<file path="config.mk">
export PLATFORM = sky130hd
export DESIGN_NAME = date_string_validator
export DESIGN_NICKNAME = d
export VERILOG_FILES = /design/src/rtl/core/dsv_pkg.sv /design/src/rtl/core/dsv_parser.sv /design/src/rtl/core/dsv_judge.sv /design/src/rtl/core/date_string_validator.sv
export SDC_FILE = /design/constraint.sdc
export NUM_CORES = 1
export LEC_CHECK = 0
export BUFFER_PORTS_ARGS = -buffer_cell sky130_fd_sc_hd__buf_2
export CAP_MARGIN = 25
export CORE_UTILIZATION = 45
export DETAILED_ROUTE_END_ITERATION = 12
export GPL_ROUTABILITY_DRIVEN = 1
export GPL_TIMING_DRIVEN = 1
export PLACE_DENSITY = 0.61
export SETUP_SLACK_MARGIN = 0.3
export SYNTH_ARGS = -nofsm -noshare
export SYNTH_HDL_FRONTEND = slang
export SYNTH_SLANG_ARGS = --single-unit
export TNS_END_PERCENT = 1
</file>
<file path="constraint.sdc">
create_clock -name clk_i -period 3.8 [get_ports clk_i]
set_input_delay 0.38 -clock clk_i [delete_from_list [all_inputs] [get_ports clk_i]]
set_output_delay 0.38 -clock clk_i [all_outputs]
set_load 0.01 [all_outputs]
</file>
<file path="src/rtl/core/dsv_pkg.sv">
// Shared types, constants and the parse state record of the date string validator.
package dsv_pkg;

  localparam int unsigned CharWidth  = 8;
  localparam int unsigned DayWidth   = 7;
  localparam int unsigned MonthWidth = 7;
  localparam int unsigned YearWidth  = 14;
  localparam int unsigned CountWidth = 3;

  localparam logic [CharWidth-1:0] CharSlash = 8'h2F;
  localparam logic [CharWidth-1:0] CharZero  = 8'h30;
  localparam logic [CharWidth-1:0] CharNine  = 8'h39;

  localparam logic [CountWidth-1:0] ShortFieldDigits = 3'd2;
  localparam logic [CountWidth-1:0] YearFieldDigits  = 3'd4;

  localparam logic [MonthWidth-1:0] MonthFeb  = 7'd2;
  localparam logic [MonthWidth-1:0] MonthMax  = 7'd12;
  localparam logic [DayWidth-1:0]   DayMax    = 7'd31;
  localparam logic [DayWidth-1:0]   DayShort  = 7'd30;
  localparam logic [DayWidth-1:0]   DayFeb    = 7'd28;
  localparam logic [DayWidth-1:0]   DayFebLp  = 7'd29;
  localparam logic [YearWidth-1:0]  YearMin   = 14'd10;
  localparam logic [YearWidth-1:0]  YearMax   = 14'd9999;

  typedef enum logic [1:0] {
    FIELD_DAY   = 2'd0,
    FIELD_MONTH = 2'd1,
    FIELD_YEAR  = 2'd2
  } dsv_field_e;

  typedef struct packed {
    dsv_field_e                  field;
    logic [CountWidth-1:0]       digit_cnt;
    logic [DayWidth-1:0]         day;
    logic [MonthWidth-1:0]       month;
    logic [YearWidth-1:0]        year;
    logic [3:0][3:0]             year_bcd;
    logic                        fmt_err;
  } dsv_state_t;

  localparam dsv_state_t StateReset = '{
    field:     FIELD_DAY,
    digit_cnt: '0,
    day:       '0,
    month:     '0,
    year:      '0,
    year_bcd:  '0,
    fmt_err:   1'b0
  };

endpackage

</file>
<file path="src/rtl/core/dsv_parser.sv">
// Character parser: field tracking, digit counting and value accumulation.
module dsv_parser (
  input  logic                          clk_i,
  input  logic                          rst_ni,
  input  logic                          take_i,
  input  logic [dsv_pkg::CharWidth-1:0] char_i,
  input  logic                          final_i,
  output dsv_pkg::dsv_state_t           post_o
);
  import dsv_pkg::*;

  dsv_state_t state_q, state_d, nxt;
  logic       is_digit;
  logic [3:0] digit;
  logic [CountWidth-1:0] lim;

  assign is_digit = (char_i >= CharZero) && (char_i <= CharNine);
  assign digit    = char_i[3:0];
  assign lim      = (state_q.field == FIELD_YEAR) ? YearFieldDigits : ShortFieldDigits;

  always_comb begin
    nxt = state_q;
    if (char_i == CharSlash) begin
      if (state_q.field == FIELD_YEAR || state_q.digit_cnt == '0) begin
        nxt.fmt_err = 1'b1;
      end else begin
        nxt.field     = (state_q.field == FIELD_DAY) ? FIELD_MONTH : FIELD_YEAR;
        nxt.digit_cnt = '0;
      end
    end else if (is_digit) begin
      if (state_q.digit_cnt >= lim) begin
        nxt.fmt_err = 1'b1;
      end else begin
        nxt.digit_cnt = state_q.digit_cnt + 3'd1;
        case (state_q.field)
          FIELD_DAY: begin
            nxt.day = DayWidth'(10'(state_q.day) * 10'd10 + 10'(digit));
          end
          FIELD_MONTH: begin
            nxt.month = MonthWidth'(10'(state_q.month) * 10'd10 + 10'(digit));
          end
          default: begin
            nxt.year     = YearWidth'(18'(state_q.year) * 18'd10 + 18'(digit));
            nxt.year_bcd = {state_q.year_bcd[2:0], digit};
          end
        endcase
      end
    end else begin
      nxt.fmt_err = 1'b1;
    end
  end

  // A final character hands its state on and returns the parser to the start.
  always_comb begin
    state_d = state_q;
    if (take_i) begin
      state_d = final_i ? StateReset : nxt;
    end
  end

  always_ff @(posedge clk_i or negedge rst_ni) begin
    if (!rst_ni) begin
      state_q <= StateReset;
    end else begin
      state_q <= state_d;
    end
  end

  assign post_o = nxt;

endmodule

</file>
<file path="src/rtl/core/dsv_judge.sv">
// Calendar checks on a completed parse state, including the Gregorian leap rule.
module dsv_judge (
  input  dsv_pkg::dsv_state_t state_i,
  output logic                date_ok_o
);
  import dsv_pkg::*;

  // Whether the two-digit decimal number tens:units divides by four.
  function automatic logic div_by_4(input logic [3:0] tens, input logic [3:0] units);
    logic res;
    if (!tens[0]) begin
      res = units inside {4'd0, 4'd4, 4'd8};
    end else begin
      res = units inside {4'd2, 4'd6};
    end
    return res;
  endfunction

  logic leap, century;
  logic [DayWidth-1:0] max_day;
  logic form_ok, range_ok;

  // The year is held exactly as decimal digits, so the low pair decides
  // divisibility by four and one hundred, and the high pair by four hundred.
  assign century = (state_i.year_bcd[1] == 4'd0) && (state_i.year_bcd[0] == 4'd0);
  assign leap    = century ? div_by_4(state_i.year_bcd[3], state_i.year_bcd[2])
                           : div_by_4(state_i.year_bcd[1], state_i.year_bcd[0]);

  always_comb begin
    if (state_i.month == MonthFeb) begin
      max_day = leap ? DayFebLp : DayFeb;
    end else if (state_i.month inside {7'd4, 7'd6, 7'd9, 7'd11}) begin
      max_day = DayShort;
    end else begin
      max_day = DayMax;
    end
  end

  assign form_ok = !state_i.fmt_err && (state_i.field == FIELD_YEAR) &&
                   (state_i.digit_cnt == ShortFieldDigits ||
                    state_i.digit_cnt == YearFieldDigits);

  assign range_ok = (state_i.month != '0) && (state_i.month <= MonthMax) &&
                    (state_i.year >= YearMin) && (state_i.year <= YearMax) &&
                    (state_i.day != '0) && (state_i.day <= DayMax);

  assign date_ok_o = form_ok && range_ok && (state_i.day <= max_day);

endmodule

</file>
<file path="src/rtl/core/date_string_validator.sv">
// Top level: input register, parser and checks, result register.
// A character is held in the input register and parsed from there; a final
// character's result is captured in the result register, which drives out_valid_o.
// Throughput: one character per cycle, set by the single input and result register.
// Only a final character meeting a held result waits for that result to be taken.
// Reset (rst_ni low, asynchronous) empties both registers and returns the parser to the day field.
module date_string_validator (
  input  logic                           clk_i,
  input  logic                           rst_ni,
  input  logic                           in_valid_i,
  output logic                           in_ready_o,
  input  logic [dsv_pkg::CharWidth-1:0]  char_in_i,
  input  logic                           is_final_i,
  output logic                           out_valid_o,
  input  logic                           out_ready_i,
  output logic                           date_ok_o,
  output logic [dsv_pkg::DayWidth-1:0]   day_value_o,
  output logic [dsv_pkg::MonthWidth-1:0] month_value_o,
  output logic [dsv_pkg::YearWidth-1:0]  year_value_o
);
  import dsv_pkg::*;

  logic                 s1_valid_q, s1_valid_d;
  logic [CharWidth-1:0] s1_char_q;
  logic                 s1_final_q;
  logic                 out_free, consume, in_fire;
  dsv_state_t           post;
  logic                 ok;

  logic                  res_valid_q, res_valid_d;
  logic                  res_ok_q;
  logic [DayWidth-1:0]   res_day_q;
  logic [MonthWidth-1:0] res_month_q;
  logic [YearWidth-1:0]  res_year_q;

  // Ordinary characters never need the result slot; only a final one waits.
  assign out_free   = !res_valid_q || out_ready_i;
  assign consume    = s1_valid_q && (!s1_final_q || out_free);
  assign in_ready_o = !s1_valid_q || consume;
  assign in_fire    = in_valid_i && in_ready_o;

  dsv_parser u_parser (
    .clk_i   (clk_i),
    .rst_ni  (rst_ni),
    .take_i  (consume),
    .char_i  (s1_char_q),
    .final_i (s1_final_q),
    .post_o  (post)
  );

  dsv_judge u_judge (
    .state_i   (post),
    .date_ok_o (ok)
  );

  always_comb begin
    s1_valid_d = s1_valid_q;
    if (in_fire) begin
      s1_valid_d = 1'b1;
    end else if (consume) begin
      s1_valid_d = 1'b0;
    end
  end

  always_comb begin
    res_valid_d = res_valid_q;
    if (consume && s1_final_q) begin
      res_valid_d = 1'b1;
    end else if (out_ready_i) begin
      res_valid_d = 1'b0;
    end
  end

  always_ff @(posedge clk_i or negedge rst_ni) begin
    if (!rst_ni) begin
      s1_valid_q  <= 1'b0;
      res_valid_q <= 1'b0;
    end else begin
      s1_valid_q  <= s1_valid_d;
      res_valid_q <= res_valid_d;
    end
  end

  always_ff @(posedge clk_i) begin
    if (in_fire) begin
      s1_char_q  <= char_in_i;
      s1_final_q <= is_final_i;
    end
    if (consume && s1_final_q) begin
      res_ok_q    <= ok;
      res_day_q   <= post.day;
      res_month_q <= post.month;
      res_year_q  <= post.year;
    end
  end

  assign out_valid_o   = res_valid_q;
  assign date_ok_o     = res_ok_q;
  assign day_value_o   = res_day_q;
  assign month_value_o = res_month_q;
  assign year_value_o  = res_year_q;

endmodule

</file>
==> run summary <==
## STA
• **final hold violation count** 0
• **maximum frequency from static timing analysis** 289 MHz
• **final worst-path cycle share** 91.2%
• **total of endpoints with negative setup slack in the final report** 0
• **post-route minimum period** 3460 ps
• **relative max-transition margin** 45.4%
• **worst setup skew after layout** 8.55 ps
• **Slew Limit Fails** 0
• **setup slack of the critical path after layout** 335 ps
• **unrepaired setup endpoints after global routing** true
• **Setup TNS Final** 0 ps
• **Worst Tran Pin Value** 818 ps

## Clock tree
• **clock buffers created by TritonCTS** 9
• **clock insertion delay at the later pin of the skew report** 350 ps
• **number of buffers added to fix hold violations after cts** 0
• **master cell of the clock root buffer** sky130_fd_sc_hd__clkbuf_16
• **TritonCTS clock tree** built
• **register clock-pin slew on the reported worst setup and hold paths** 60 ps
• **deepest level of the CTS H-tree** 3
• **CTS sink count** 87
• **Longest Clk Path Bufs** 2

## Drt
• **wire length reported by the detailed router** 12.7 mm
• **router iterations before antenna repair** 4
• **post-route antenna net violation count** 0
• **via count** 4187
• **drt first-iter violations** 258
• **Via-to-Cell Ratio** 5.67
• **average detailed-routed wire length per instance** 17.2 um
• **DRC** 0

## Setup path
• **arrival time of the worst setup path** 3560 ps
• **Required @ worst endpoint** 3890 ps
• **sort of element at the start of the critical path** flip-flop
• **type of the worst setup path** flip-flop to flip-flop
• **CP endpoint kind** flip-flop
• **largest fanout on the critical path** 4

## Synthesis
• **area share of and/or/nand/nor cells after synthesis** 13.7%
• **Top FF cell, synth** sky130_fd_sc_hd__dfrtp_1
• **total of flip-flops plus latches after synthesis** 87
• **synthesis warning total** 0
• **largest family of logic cells by synthesized area** compound AO/OA/AOI/OAI gates
• **biggest area contributors in the synthesized netlist** sky130_fd_sc_hd__dfrtp_1 23%, sky130_fd_sc_hd__edfxtp_1 21%, sky130_fd_sc_hd__ha_1 9.9%, sky130_fd_sc_hd__o21ai_0 4.2%, sky130_fd_sc_hd__xnor2_1 4.1%
• **compound-gate portion of the synthesized area** 15.8%
• **Post-Synthesis Mean Instance Area** 10.3 um^2
• **syn_nets** 577
• **synthesized-area fraction occupied by adder cells** 12.2%
• **Synth cell types** 60
• **multiplexer area fraction after synthesis** 3.86%
• **share of flip-flops with an asynchronous set or reset after synthesis** 56.3%
• **most numerous cell types in the synthesized netlist** 52 x sky130_fd_sc_hd__nand2_1, 49 x sky130_fd_sc_hd__dfrtp_1, 45 x sky130_fd_sc_hd__o21ai_0, 42 x sky130_fd_sc_hd__ha_1, 40 x sky130_fd_sc_hd__inv_1
• **cell taking the most area after synthesis** sky130_fd_sc_hd__dfrtp_1
• **synthesized netlist cell count** 516
• **fraction of synthesized cell area taken by the top area cell type** 23.1%
• **XOR/XNOR share of the synthesized area** 5.77%
• **most numerous cell in the Yosys netlist** sky130_fd_sc_hd__nand2_1
• **part of the Yosys area used for sequential elements** 44.6%
• **post-synthesis instance area** 0.00531 mm^2
• **number of enable flip-flop cells after synthesis** 38

## GRT
• **number of antenna violations at the first check in global routing** 0
• **via count of the first global-routing pass** 4145
• **remaining global-route overflow** 0
• **overall fraction of global-route tracks in use** 21.4%
• **largest net degree at the start of global routing** 38
• **first-pass GRT wire length** 20.6 mm

## Power
• **power density normalized to cell area** 331 mW/mm^2
• **VDD IR max** 0.263 mV
• **Lkg Pwr** 3.00 nW

## Finish
• **Fillers** 975
• **number of nets in the layout** 651
• **Antenna Cells** 0
• **synth-to-layout area growth** 21.3%
• **share of final-layout standard cells stronger than drive strength 1** 24.4%

## Placed design
• **IO buf count** 43
• **Placement Setup Slack** 112 ps
• **final estimated routing congestion in global placement** 0.848
• **Detail Placement HPWL** 8.71 mm

## Status
• **status** complete, no violations

## Floorplanning
• **starting density of the core** 46.3%
• **Cell Rows** 39
• **die outline height** 111 um
• **die boundary width** 111 um
• **core area** 0.0115 mm^2
• **Die ar.** 0.0122 mm^2
• **Top-Level Pins** 44

## Flow run
• **Max-Cap Viols** 0

## Min path
• **class of the most critical hold timing path** input pin to asynchronous set/reset pin

## sequential cells by signal (all words and copies together) (netlist names)
name	flops
u_parser.state_q	47
year_value_o	14
date_ok_o	1
s1_valid_q	1
month_value_o	7
s1_final_q	1
out_valid_o	1
s1_char_q	8
day_value_o	7
## cell families (layout without fill, tap and decap cells)
logic type	Yosys count	in the layout
simple gates	142	142
fa+ha+maj	48	48
xor+xnor	35	35
mux	20	20
buf+inv	58	137
flops	87	87
compound gates	126	126
## worst max-delay path, stage by stage, from the launching register on
cell	delay, ps
sky130_fd_sc_hd__dfrtp_1	420
sky130_fd_sc_hd__ha_1	330
sky130_fd_sc_hd__ha_1	300
sky130_fd_sc_hd__a211o_1	370
sky130_fd_sc_hd__and3_4	230
sky130_fd_sc_hd__o311ai_4	350
sky130_fd_sc_hd__buf_4	190
sky130_fd_sc_hd__buf_4	100
sky130_fd_sc_hd__xor2_1	50
sky130_fd_sc_hd__o21ai_1	290
sky130_fd_sc_hd__buf_4	190
sky130_fd_sc_hd__nand3_1	90
sky130_fd_sc_hd__o211ai_1	220
sky130_fd_sc_hd__a211oi_2	90
## cell type report
| type | count | area (um^2) | area share (%) |
|---|---|---|---|
| clock buffers | 13 | 250 | 3.88 |
| clock inverters | 3 | 17.5 | 0.272 |
| inverters | 40 | 150 | 2.33 |
| multi-input cells | 371 | 2950 | 45.8 |
| flip-flops and latches | 87 | 2370 | 36.8 |
| well taps | 143 | 179 | 2.78 |
| repair buffers | 81 | 528 | 8.20 |
## routing by layer
metal / share of wire, % / track usage (%)
met1: 45 / 29.2
met2: 48 / 33.3
met3: 4.6 / 4.12
met4: 1.7 / 9.07
met5: 0 / 0
## report_power, final
group / switching (mW) / leakage [nW] / internal, mW / total, mW
logic: 0.136 / 1.82 / 0.0918 / 0.228
clock network: 0.353 / 0.134 / 0.461 / 0.814
registers: 0.0512 / 1.04 / 1.04 / 1.09
## cells in the final DEF (no fill, tap or decap), types with 21 or more instances in the layout
cell	n
sky130_fd_sc_hd__a21oi_1	21
sky130_fd_sc_hd__buf_2	43
sky130_fd_sc_hd__buf_4	33
sky130_fd_sc_hd__dfrtp_1	48
sky130_fd_sc_hd__edfxtp_1	38
sky130_fd_sc_hd__ha_1	36
sky130_fd_sc_hd__inv_1	37
sky130_fd_sc_hd__nand2_1	51
sky130_fd_sc_hd__nor2_1	30
sky130_fd_sc_hd__o21ai_0	40
sky130_fd_sc_hd__xnor2_1	25
## what timing repair did
action / 4_1_cts / 5_1_grt
resized for setup: 7 / 47
endpoints found under the setup margin: 1 / 1
setup buffers: 5 / 12
pin swaps: 3 / 24
## worst paths after layout
| check | cells after the start | start | end | slack [ps] |
|---|---|---|---|---|
| max in group asynchronous | 2 | rst_ni | u_parser.state_q[21] | 2890 |
| worst max register to register | 13 | u_parser.state_q[21] | date_ok_o | 340 |
| worst min-delay path | 1 | rst_ni | u_parser.state_q[46] | 120 |
| worst min register to register | 2 | u_parser.state_q[44] | u_parser.state_q[44] | 490 |
| min in group clk_i | 1 | char_in_i[2] | s1_char_q[2] | 210 |
| worst max-delay path | 13 | u_parser.state_q[21] | date_ok_o | 340 |
## stage by stage
step	hold WS [ps]	power (mW)	area, um^2	util (%)	cells
final	121	2.13	6440	56.2	738
after global routing	184	2.23	6440	56.2	738
after CTS	139	2.15	6150	53.6	726
after detailed placement	478	1.33	5810	50.7	705
after global placement	469	1.32	5800	50.6	704
after floorplan	84.4	1.23	5320	-	516
Note: power is estimated with default switching activity, not from simulation.
